`src/skle_pkg.sv`:
```
package skle_pkg;

    localparam int KEY_W    = 32;
    localparam int CMD_W    = 3;
    localparam int STATUS_W = 2;
    localparam int POS_W    = 4;
    localparam int COUNT_W  = 5;

    // command codes
    localparam logic [CMD_W-1:0] CMD_INS_ORDERED = 3'd0;
    localparam logic [CMD_W-1:0] CMD_INS_FRONT   = 3'd1;
    localparam logic [CMD_W-1:0] CMD_INS_END     = 3'd2;
    localparam logic [CMD_W-1:0] CMD_DEL_KEY     = 3'd3;
    localparam logic [CMD_W-1:0] CMD_DEL_FRONT   = 3'd4;
    localparam logic [CMD_W-1:0] CMD_FIND        = 3'd5;

    // status codes
    localparam logic [STATUS_W-1:0] ST_DONE      = 2'd0;
    localparam logic [STATUS_W-1:0] ST_NOT_FOUND = 2'd1;
    localparam logic [STATUS_W-1:0] ST_FULL      = 2'd2;
    localparam logic [STATUS_W-1:0] ST_EMPTY     = 2'd3;

    // broadcast from the controller to every cell
    typedef struct packed {
        logic             compare;   // latch match flag
        logic             ordered;   // flag = key >= op key, else key == op key
        logic             shift;     // flags move one cell toward the front
        logic             load_ins;  // insert op key at op position
        logic             load_del;  // close the entry at op position
        logic [KEY_W-1:0] key;
    } cell_ctrl_t;

endpackage

```
`src/sorted_key_list_engine.sv`:
```
// Sorted key list engine: an ordered list of up to DEPTH signed 32-bit keys.
// Input channel (in_valid/in_ready) carries command and key; output channel
// (out_valid/out_ready) carries status, position and count, one result per
// transfer in, in order. Inserts into a full list are dropped with status full.
// Commands: ordered insert, insert front, insert end, delete key, delete
// front, find.
// Storage is a row of key cells. Each cell compares its own key against the
// broadcast key in parallel; the resulting match flags then move one cell per
// cycle toward the front, where the controller watches cell 0 and counts.
// Once the position is known, the cells from there on all shift by one.
// Front/end insert, delete front and the full/empty/unused cases go
// straight to the apply state; ordered insert, delete key and find first
// compare, then scan the flags through the cell row. in_ready returns with
// the result, so no new command is taken while one is still in progress.
// A new item is taken while the previous result still waits in the output
// register; if the receiver stalls, it finishes its search and holds.
// Reset clears the count and all control; key cells are not cleared and are
// read only after being written.
module sorted_key_list_engine #(
    parameter int DEPTH = 16
) (
    input  logic                          clk,
    input  logic                          rst_n,
    input  logic                          in_valid,
    output logic                          in_ready,
    input  logic [skle_pkg::CMD_W-1:0]    command,
    input  logic signed [skle_pkg::KEY_W-1:0] key,
    output logic                          out_valid,
    input  logic                          out_ready,
    output logic [skle_pkg::STATUS_W-1:0] status,
    output logic [skle_pkg::POS_W-1:0]    position,
    output logic [skle_pkg::COUNT_W-1:0]  count
);
    import skle_pkg::*;

    localparam int IDX_W = $clog2(DEPTH);
    localparam int CNT_W = $clog2(DEPTH + 1);

    cell_ctrl_t        ctrl;
    logic [IDX_W-1:0]  op_pos;
    logic [CNT_W-1:0]  entry_count;
    logic [KEY_W-1:0]  cell_key [DEPTH];
    logic              cell_flag [DEPTH];

    skle_ctrl #(
        .DEPTH(DEPTH)
    ) u_ctrl (
        .clk         (clk),
        .rst_n       (rst_n),
        .in_valid    (in_valid),
        .in_ready    (in_ready),
        .command     (command),
        .key         (key),
        .out_valid   (out_valid),
        .out_ready   (out_ready),
        .status      (status),
        .position    (position),
        .count       (count),
        .head_flag   (cell_flag[0]),
        .ctrl        (ctrl),
        .op_pos      (op_pos),
        .entry_count (entry_count)
    );

    // cell i takes from i-1 on insert and from i+1 on delete / flag shift
    for (genvar i = 0; i < DEPTH; i++)
    begin : g_cell
        logic [KEY_W-1:0] left_key;
        logic [KEY_W-1:0] right_key;
        logic             right_flag;

        if (i == 0)
        begin : g_first
            assign left_key = ctrl.key;
        end
        else
        begin : g_mid_l
            assign left_key = cell_key[i-1];
        end

        if (i == DEPTH - 1)
        begin : g_last
            assign right_key  = cell_key[i];
            assign right_flag = 1'b0;
        end
        else
        begin : g_mid_r
            assign right_key  = cell_key[i+1];
            assign right_flag = cell_flag[i+1];
        end

        skle_cell #(
            .DEPTH(DEPTH),
            .INDEX(i)
        ) u_cell (
            .clk         (clk),
            .rst_n       (rst_n),
            .ctrl        (ctrl),
            .op_pos      (op_pos),
            .entry_count (entry_count),
            .left_key    (left_key),
            .right_key   (right_key),
            .right_flag  (right_flag),
            .key_q       (cell_key[i]),
            .flag_q      (cell_flag[i])
        );
    end

endmodule

```
`src/skle_cell.sv`:
```
module skle_cell #(
    parameter int DEPTH = 16,
    parameter int INDEX = 0,
    localparam int IDX_W = $clog2(DEPTH),
    localparam int CNT_W = $clog2(DEPTH + 1)
) (
    input  logic                     clk,
    input  logic                     rst_n,
    input  skle_pkg::cell_ctrl_t     ctrl,
    input  logic [IDX_W-1:0]         op_pos,
    input  logic [CNT_W-1:0]         entry_count,
    input  logic [skle_pkg::KEY_W-1:0] left_key,
    input  logic [skle_pkg::KEY_W-1:0] right_key,
    input  logic                     right_flag,
    output logic [skle_pkg::KEY_W-1:0] key_q,
    output logic                     flag_q
);
    import skle_pkg::*;

    localparam logic [IDX_W-1:0] MY_IDX = IDX_W'(INDEX);
    localparam logic [CNT_W-1:0] MY_CNT = CNT_W'(INDEX);

    logic [KEY_W-1:0] key_reg;
    logic [KEY_W-1:0] key_next;
    logic             flag_reg;
    logic             flag_next;
    logic             occupied;
    logic             hit;

    assign occupied = MY_CNT < entry_count;
    assign hit = ctrl.ordered ? !($signed(key_reg) < $signed(ctrl.key))
                              : (key_reg == ctrl.key);

    always_comb
    begin
        flag_next = flag_reg;
        if (ctrl.compare)
        begin
            flag_next = occupied && hit;
        end
        else if (ctrl.shift)
        begin
            flag_next = right_flag;
        end
    end

    always_comb
    begin
        key_next = key_reg;
        if (ctrl.load_ins)
        begin
            if (MY_IDX == op_pos)
            begin
                key_next = ctrl.key;
            end
            else if (MY_IDX > op_pos)
            begin
                key_next = left_key;
            end
        end
        else if (ctrl.load_del)
        begin
            if (MY_IDX >= op_pos)
            begin
                key_next = right_key;
            end
        end
    end

    always_ff @(posedge clk or negedge rst_n)
    begin
        if (!rst_n)
        begin
            flag_reg <= 1'b0;
        end
        else
        begin
            flag_reg <= flag_next;
        end
    end

    always_ff @(posedge clk)
    begin
        key_reg <= key_next;
    end

    assign key_q  = key_reg;
    assign flag_q = flag_reg;

endmodule

```
`src/skle_ctrl.sv`:
```
module skle_ctrl #(
    parameter int DEPTH = 16,
    localparam int IDX_W = $clog2(DEPTH),
    localparam int CNT_W = $clog2(DEPTH + 1)
) (
    input  logic                          clk,
    input  logic                          rst_n,
    input  logic                          in_valid,
    output logic                          in_ready,
    input  logic [skle_pkg::CMD_W-1:0]    command,
    input  logic [skle_pkg::KEY_W-1:0]    key,
    output logic                          out_valid,
    input  logic                          out_ready,
    output logic [skle_pkg::STATUS_W-1:0] status,
    output logic [skle_pkg::POS_W-1:0]    position,
    output logic [skle_pkg::COUNT_W-1:0]  count,
    input  logic                          head_flag,
    output skle_pkg::cell_ctrl_t          ctrl,
    output logic [IDX_W-1:0]              op_pos,
    output logic [CNT_W-1:0]              entry_count
);
    import skle_pkg::*;

    typedef enum logic [1:0] {
        S_IDLE,
        S_CMP,
        S_SCAN,
        S_APPLY
    } state_t;

    typedef enum logic [1:0] {
        ACT_NONE,
        ACT_INS,
        ACT_DEL
    } act_t;

    localparam logic [CNT_W-1:0] FULL_CNT = CNT_W'(DEPTH);

    state_t               state_reg, state_next;
    act_t                 act_reg, act_next;
    logic [CMD_W-1:0]     cmd_reg, cmd_next;
    logic [KEY_W-1:0]     key_reg, key_next;
    logic [IDX_W-1:0]     pos_reg, pos_next;
    logic [STATUS_W-1:0]  st_reg, st_next;
    logic [CNT_W-1:0]     cnt_reg, cnt_next;
    logic                 out_valid_reg, out_valid_next;
    logic [STATUS_W-1:0]  out_status_reg, out_status_next;
    logic [POS_W-1:0]     out_pos_reg, out_pos_next;
    logic [COUNT_W-1:0]   out_cnt_reg, out_cnt_next;

    logic                 accept;
    logic                 full;
    logic                 empty;
    logic                 fire;
    logic                 scan_last;
    logic [IDX_W+POS_W-1:0]   pos_ext;
    logic [CNT_W+COUNT_W-1:0] cnt_ext;

    assign in_ready  = (state_reg == S_IDLE);
    assign accept    = in_valid && in_ready;
    assign full      = (cnt_reg == FULL_CNT);
    assign empty     = (cnt_reg == '0);
    assign fire      = (state_reg == S_APPLY) && (!out_valid_reg || out_ready);
    assign scan_last = ((CNT_W'(pos_reg) + CNT_W'(1)) == cnt_reg);
    assign pos_ext   = {{POS_W{1'b0}}, pos_reg};

    always_comb
    begin
        state_next      = state_reg;
        act_next        = act_reg;
        cmd_next        = cmd_reg;
        key_next        = key_reg;
        pos_next        = pos_reg;
        st_next         = st_reg;
        cnt_next        = cnt_reg;
        out_valid_next  = out_valid_reg && !out_ready;
        out_status_next = out_status_reg;
        out_pos_next    = out_pos_reg;
        out_cnt_next    = out_cnt_reg;
        cnt_ext         = {{COUNT_W{1'b0}}, cnt_reg};

        unique case (state_reg)
            S_IDLE:
            begin
                if (accept)
                begin
                    cmd_next   = command;
                    key_next   = key;
                    pos_next   = '0;
                    st_next    = ST_DONE;
                    act_next   = ACT_NONE;
                    state_next = S_APPLY;
                    priority case (command)
                        CMD_INS_ORDERED:
                        begin
                            if (full)
                            begin
                                st_next = ST_FULL;
                            end
                            else if (empty)
                            begin
                                act_next = ACT_INS;
                            end
                            else
                            begin
                                state_next = S_CMP;
                            end
                        end
                        CMD_INS_FRONT:
                        begin
                            if (full)
                            begin
                                st_next = ST_FULL;
                            end
                            else
                            begin
                                act_next = ACT_INS;
                            end
                        end
                        CMD_INS_END:
                        begin
                            if (full)
                            begin
                                st_next = ST_FULL;
                            end
                            else
                            begin
                                act_next = ACT_INS;
                                pos_next = cnt_reg[IDX_W-1:0];
                            end
                        end
                        CMD_DEL_KEY, CMD_FIND:
                        begin
                            if (empty)
                            begin
                                st_next = ST_EMPTY;
                            end
                            else
                            begin
                                state_next = S_CMP;
                            end
                        end
                        CMD_DEL_FRONT:
                        begin
                            if (empty)
                            begin
                                st_next = ST_EMPTY;
                            end
                            else
                            begin
                                act_next = ACT_DEL;
                            end
                        end
                        default:
                        begin
                            act_next = ACT_NONE;
                        end
                    endcase
                end
            end
            S_CMP:
            begin
                state_next = S_SCAN;
            end
            S_SCAN:
            begin
                if (head_flag)
                begin
                    state_next = S_APPLY;
                    st_next    = ST_DONE;
                    priority case (cmd_reg)
                        CMD_INS_ORDERED: act_next = ACT_INS;
                        CMD_DEL_KEY:     act_next = ACT_DEL;
                        default:         act_next = ACT_NONE;
                    endcase
                end
                else if (scan_last)
                begin
                    state_next = S_APPLY;
                    if (cmd_reg == CMD_INS_ORDERED)
                    begin
                        // nothing not less than the key: append
                        act_next = ACT_INS;
                        st_next  = ST_DONE;
                        pos_next = cnt_reg[IDX_W-1:0];
                    end
                    else
                    begin
                        act_next = ACT_NONE;
                        st_next  = ST_NOT_FOUND;
                        pos_next = '0;
                    end
                end
                else
                begin
                    pos_next = pos_reg + IDX_W'(1);
                end
            end
            S_APPLY:
            begin
                if (fire)
                begin
                    unique case (act_reg)
                        ACT_INS:  cnt_next = cnt_reg + CNT_W'(1);
                        ACT_DEL:  cnt_next = cnt_reg - CNT_W'(1);
                        default:  cnt_next = cnt_reg;
                    endcase
                    cnt_ext         = {{COUNT_W{1'b0}}, cnt_next};
                    out_valid_next  = 1'b1;
                    out_status_next = st_reg;
                    out_pos_next    = pos_ext[POS_W-1:0];
                    out_cnt_next    = cnt_ext[COUNT_W-1:0];
                    state_next      = S_IDLE;
                end
            end
            default:
            begin
                state_next = S_IDLE;
            end
        endcase
    end

    always_ff @(posedge clk or negedge rst_n)
    begin
        if (!rst_n)
        begin
            state_reg      <= S_IDLE;
            act_reg        <= ACT_NONE;
            cnt_reg        <= '0;
            out_valid_reg  <= 1'b0;
            cmd_reg        <= '0;
            key_reg        <= '0;
            pos_reg        <= '0;
            st_reg         <= ST_DONE;
            out_status_reg <= ST_DONE;
            out_pos_reg    <= '0;
            out_cnt_reg    <= '0;
        end
        else
        begin
            state_reg      <= state_next;
            act_reg        <= act_next;
            cnt_reg        <= cnt_next;
            out_valid_reg  <= out_valid_next;
            cmd_reg        <= cmd_next;
            key_reg        <= key_next;
            pos_reg        <= pos_next;
            st_reg         <= st_next;
            out_status_reg <= out_status_next;
            out_pos_reg    <= out_pos_next;
            out_cnt_reg    <= out_cnt_next;
        end
    end

    always_comb
    begin
        ctrl.compare  = (state_reg == S_CMP);
        ctrl.ordered  = (cmd_reg == CMD_INS_ORDERED);
        ctrl.shift    = (state_reg == S_SCAN);
        ctrl.load_ins = fire && (act_reg == ACT_INS);
        ctrl.load_del = fire && (act_reg == ACT_DEL);
        ctrl.key      = key_reg;
    end

    assign op_pos      = pos_reg;
    assign entry_count = cnt_reg;
    assign out_valid   = out_valid_reg;
    assign status      = out_status_reg;
    assign position    = out_pos_reg;
    assign count       = out_cnt_reg;

endmodule

```
`config.mk`:
```
export PLATFORM = sky130hd
export DESIGN_NAME = sorted_key_list_engine
export DESIGN_NICKNAME = d
export VERILOG_FILES = /design/src/skle_pkg.sv /design/src/sorted_key_list_engine.sv /design/src/skle_cell.sv /design/src/skle_ctrl.sv
export SDC_FILE = /design/constraint.sdc
export NUM_CORES = 2
export LEC_CHECK = 0
export BUFFER_PORTS_ARGS = -buffer_cell sky130_fd_sc_hd__buf_4
export CAP_MARGIN = 10
export CORE_MARGIN = 2
export CORE_UTILIZATION = 50
export DETAILED_ROUTE_END_ITERATION = 8
export GPL_TIMING_DRIVEN = 1
export PLACE_DENSITY = 0.66
export SLEW_MARGIN = 20
export SYNTH_ARGS = -nofsm -noshare
export SYNTH_HDL_FRONTEND = slang
export SYNTH_HIERARCHICAL = 1
export SYNTH_SLANG_ARGS = --single-unit
```
`constraint.sdc`:
```
create_clock -name clk -period 21.1 [get_ports clk]
set_input_delay 2.11 -clock clk [delete_from_list [all_inputs] [get_ports clk]]
set_output_delay 2.11 -clock clk [all_outputs]
set_load 0.05 [all_outputs]
```
Word level (Yosys, flattened, before mapping) --
Cells that the tools add are included.
Word-level totals: word-level logic and storage cells 425, output and inout port bits 13, flip-flop bits (word level) 585, bits of input ports 39
Cells by class: order comparisons 63, $add $sub $neg 4, muxes and demuxes 162, equal/unequal tests 63, reduce and logical (&&, ||, !) cells 91
Operators with widths (count):
- 32-bit two-way mux | 77
- 32-bit == test | 16
- 32-bit < comparator | 16
- 3-bit AND reduction | 19
- 1-bit two-way mux | 54
- 3-bit by 1-bit inequality test with 1-bit output, second input constant | 16
- 4-bit by 5-bit < comparator with 1-bit output, first input constant | 8
- 2-bit nonzero test | 20
- 4-bit == test, first input constant | 8
- 4-bit > comparator, first input constant | 8
- 2-bit two-way mux | 16
- 4-bit >= comparator, first input constant | 7
- 4-bit two-way mux | 6
- 1-bit logical AND | 21
- 3-bit by 5-bit < comparator with 1-bit output, first input constant | 4
- 2-bit one-hot mux with 2 select lines | 5
- 1-bit zero test | 18
- 3-bit by 4-bit == test with 1-bit output, first input constant | 4
- 3-bit by 4-bit >= comparator with 1-bit output, first input constant | 4
- 3-bit by 4-bit > comparator with 1-bit output, first input constant | 4
- 1-bit by 5-bit < comparator with 1-bit output, first input constant | 2
- 2-bit by 5-bit < comparator with 1-bit output, first input constant | 2
- 5-bit one-hot mux with 2 select lines | 1
- 3-bit by 2-bit == test with 1-bit output, second input constant | 3
- other kinds (29) | 44

Longest topological paths before layout --
depth after elaboration 6, mapped depth 8, mapped depth without buffers 8

Hierarchy --
The synthesis kept the hierarchy.
By module, submodules not included:
- skle_ctrl | times used 1, area each 2829.0 um^2, cells an instance 233, sequential area each 1426.4 um^2
- skle_cell at g_cell[2].u_cell | times used 1, area each 2571.2 um^2, cells an instance 261, sequential area each 985.9 um^2
- skle_cell at g_cell[1].u_cell | times used 1, area each 2570.0 um^2, cells an instance 268, sequential area each 985.9 um^2
- skle_cell at g_cell[4].u_cell | times used 1, area each 2567.5 um^2, cells an instance 269, sequential area each 985.9 um^2
- skle_cell at g_cell[10].u_cell | times used 1, area each 2566.2 um^2, cells an instance 270, sequential area each 985.9 um^2
- skle_cell at g_cell[9].u_cell | times used 1, area each 2565.0 um^2, cells an instance 268, sequential area each 985.9 um^2
- skle_cell at g_cell[8].u_cell | times used 1, area each 2561.2 um^2, cells an instance 270, sequential area each 985.9 um^2
- skle_cell at g_cell[12].u_cell | times used 1, area each 2553.7 um^2, cells an instance 269, sequential area each 985.9 um^2
- skle_cell at g_cell[0].u_cell | times used 1, area each 2552.4 um^2, cells an instance 266, sequential area each 985.9 um^2
- skle_cell at g_cell[6].u_cell | times used 1, area each 2549.9 um^2, cells an instance 268, sequential area each 985.9 um^2
- skle_cell at g_cell[5].u_cell | times used 1, area each 2544.9 um^2, cells an instance 262, sequential area each 985.9 um^2
- skle_cell at g_cell[3].u_cell | times used 1, area each 2543.7 um^2, cells an instance 268, sequential area each 985.9 um^2
- skle_cell at g_cell[14].u_cell | times used 1, area each 2517.4 um^2, cells an instance 302, sequential area each 985.9 um^2
- skle_cell at g_cell[13].u_cell | times used 1, area each 2513.7 um^2, cells an instance 302, sequential area each 985.9 um^2
- +4 rows

Worst setup path before layout --
No wires, ideal clock.
kind input to register, start in out_ready, end reg g_cell[2].u_cell.key_reg[0], enable pin, stages on the path 4, data arrival time 8.096 ns, setup slack 12.410 ns, data required time 20.506 ns, library setup time 0.594 ns, path through nand2b_1 > and3_1 > nor2_1 > a2111oi_0
RTL lines:
- from (decl) | RTL line sorted_key_list_engine.sv:29 | input logic out_ready,
- to (signal assigned) | RTL line skle_cell.sv:84 | key_reg <= key_next;
- to (decl) | RTL line skle_cell.sv:23 | logic [KEY_W-1:0] key_reg;

==> impl_metrics.env <==
export IMPL_cts_buffer_depth=3
export IMPL_largest_reg_flops=512
export IMPL_grt_overflow_total=0
export IMPL_cp_data_arrival_time_ns=7.24
export IMPL_cts_root_buf="clkbuf_16"
export IMPL_async_flop_share_pct=12.5
export IMPL_worstHoldStart="u_ctrl/key_reg[1]$_DFFE_PN0P_"
export IMPL_coreArea_um2=86500
export IMPL_drt_pass1_iterations=5
export IMPL_die_w_um=299
export IMPL_timing_final_ws_setup_ns=14.30
export IMPL_max_freq_mhz=147
export IMPL_max_slew_violation_count=0
export IMPL_final_nets=5249
export IMPL_worstSetupStartpointType="primary input"
export IMPL_final_setup_skew_ns=0.0275
export IMPL_via_per_inst=5.71
export IMPL_r2r_start="u_ctrl/state_reg[0]$_DFFE_PN0P_"
export IMPL_synth_top_flop_cell="edfxtp_1"
export IMPL_grt_start_max_net_pins=274
export IMPL_slew_limit_headroom_pct=28.8
export IMPL_worst_setup_hold_path_clk_slew_ns=0.06
export IMPL_post_route_period_util_pct=32.2
export IMPL_final_setup_tns_ns=0
export IMPL_crit_path_end_kind="flop"
export IMPL_number_of_global_route_vias_before_repair=32800
export IMPL_power_per_cell_area_nw_per_um2=123
export IMPL_synth_sequential_area_ratio_pct=39.6
export IMPL_worst_ir_drop_vdd_mv=0.0915
export IMPL_cts_sinks=585
export IMPL_detailed_place_hpwl_um=82300
export IMPL_initial_utilization_pct=50.3
export IMPL_final_layout_size_suffix_gt1_share_pct=7.97
export IMPL_mappedNetlistNets=5238
export IMPL_post_place_ws_ns=13.88
export IMPL_outcome="completed"
export IMPL_n_fill_cell=7743
export IMPL_synthCells=4676
export IMPL_layout_area_overhead_vs_synth_pct=9.48
export IMPL_synth_seq_cells=585
export IMPL_grt_use_total_pct=24.7
export IMPL_cts_tree="yes"
export IMPL_unrepaired_setup_endpoints_after_global_routing="no"
export IMPL_initialDrtViolationCount=2479
export IMPL_post_synthesis_area_per_instance_um2=9.30
export IMPL_hold_violations=0
export IMPL_syn_cell_area_um2=43500
export IMPL_routabilityCongestion=0.892
export IMPL_cap_viol_max_count=0
export IMPL_most_used_cells_in_the_layout_excluding_fill_and_tap_cells="a21oi_1 (872), nor2_1 (738), inv_1 (553)"
export IMPL_vias=33700
export IMPL_route_detailed_wl_per_inst_um=18.9
export IMPL_worst_setup_path_startpoint="out_ready"
export IMPL_path_max_fanout=106
export IMPL_post_cts_resized=0
export IMPL_p_leak_nw=19.8
export IMPL_synth_edf_count=512
export IMPL_wl_um=112000
export IMPL_layout_cells_most_common="a21oi_1"
export IMPL_post_route_drc=0
export IMPL_deepest_level_of_the_cts_h_tree=3
export IMPL_worst_slew_pin_transition_ns=1.07
export IMPL_post_synth_num_cell_types=89
export IMPL_tritoncts_num_buffers=70
export IMPL_dieArea_um2=89300
export IMPL_timing_final_crit_period_ns=6.80
export IMPL_cp_data_required_time_ns=21.54
export IMPL_n_diodes=0
export IMPL_timing_worst_setup_path_type="primary input to flop"
export IMPL_portBuffers=51
export IMPL_count_of_antenna_violating_nets_left_after_detailed_routing=0
export IMPL_hold_fix_buffer_count_after_cts=0
export IMPL_core_rows=108
export IMPL_grt_antenna_before_repair=3
export IMPL_worst_hold_path_type="flop to flop"
export IMPL_grt_pass1_wl_um=178000
export IMPL_insertion_delay_ns=0.62
export IMPL_synth_warning_count=6
export IMPL_io_pins=52
export IMPL_post_cts_setup_buffers=0
export IMPL_design_power_total_mw=5.87
export IMPL_setup_violations_final=0
export IMPL_die_h_um=299
==> routing by layer <==
layer  part of all wire, %  wire [µm]  GRT usage, %  vias to the layer above
met4                   3.9       4330          9.35                        0
met1                    47      52200          34.0                    15800
met3                   4.0       4490          2.45                      212
met2                    45      50500          40.2                      741
li1                      -          -             -                    17000
met5                     0          0             0                        -
==> critical path, cell delays in order <==
cell and delay (ns):
buf_4 0.08, nand2b_1 0.16, and3_4 0.77, buf_4 0.81
buf_4 0.91, buf_4 0.91, buf_4 0.86, nor2_1 0.14
a21oi_1 0.18
==> per-stage QoR <==
step	cells	instance area (µm²)	hold slack, ns	util, %
after floorplan	4676	43500	0.481	-
after global placement	5765	45200	0.490	52.3
after detailed placement	5765	45200	0.494	52.3
after CTS	5892	47500	0.507	54.9
after global routing	5897	47600	0.524	55.0
final	5897	47600	0.506	55.0
==> report_power, final <==
group | internal (mW) | switching, mW | total [mW]
Clock | 0.699 | 0.495 | 1.19
Sequential | 1.48 | 0.116 | 1.60
Combinational | 1.11 | 1.97 | 3.08
==> kinds of logic (layout without fill, tap and decap cells) <==
family | Yosys count | count (layout) | share of synthesized area (%)
AND/OR/NAND/NOR | 1227 | 1227 | 13.6
AO/OA/AOI/OAI | 1171 | 1171 | 15.2
buffers and inverters | 751 | 817 | 6.84
flip-flops | 585 | 585 | 39.6
adder cells (fa/ha/maj) | 523 | 523 | 15.1
multiplexers | 406 | 406 | 9.47
XOR/XNOR | 12 | 12 | 0.273
other | 1 | 1 | 0.00862
==> worst paths after layout <==
check | slack, ns | cells past startpoint | end
worst max-delay path | 14.30 | 9 | g_cell[3].u_cell/key_q[20]$_DFFE_PP_
worst min-delay path | 0.51 | 1 | u_ctrl/key_reg[1]$_DFFE_PN0P_
worst max register to register | 15.33 | 8 | g_cell[3].u_cell/key_q[20]$_DFFE_PP_
worst min register to register | 0.51 | 1 | u_ctrl/key_reg[1]$_DFFE_PN0P_
max in group asynchronous | 18.88 | 2 | u_ctrl/op_pos[2]$_DFFE_PN0P_
min in group asynchronous | 1.29 | 1 | u_ctrl/count[3]$_DFFE_PN0P_
==> final cells by class <==
class | instances | area, µm² | area share [%]
clock buffers | 99 | 2000 | 4.21
repair buffers | 137 | 1140 | 2.40
flip-flops and latches | 585 | 17200 | 36.1
inverters | 553 | 2080 | 4.36
multi-input cells | 3340 | 23500 | 49.4
clock inverters | 28 | 228 | 0.478
well taps | 1155 | 1450 | 3.04
==> cell usage after synthesis (14+ instances only) <==
library cell / count / area share [%]
a21oi_1: 875 / 10
nor2_1: 739 / 6.4
inv_1: 553 / 4.8
ha_1: 522 / 15
edfxtp_1: 512 / 35
mux2i_1: 363 / 8.4
clkbuf_1: 133 / 1.1
nand2_1: 123 / 1.1
nand4_1: 107 / 1.5
dfrtp_1: 73 / 4.2
o21ai_0: 61 / 0.70
nand3_1: 58 / 0.67
mux2_2: 42 / 1.1
nor2b_1: 40 / 0.58
a211oi_1: 36 / 0.62
a221oi_1: 25 / 0.50
buf_4: 23 / 0.40
and4_2: 22 / 0.51
nor3_1: 22 / 0.25
o211ai_1: 21 / 0.36
buf_2: 19 / 0.22
and4_1: 18 / 0.36
buf_1: 17 / 0.15
o31ai_1: 17 / 0.29
a41oi_1: 16 / 0.32
a21o_1: 14 / 0.24
Note: power is estimated with default switching activity, not from simulation.
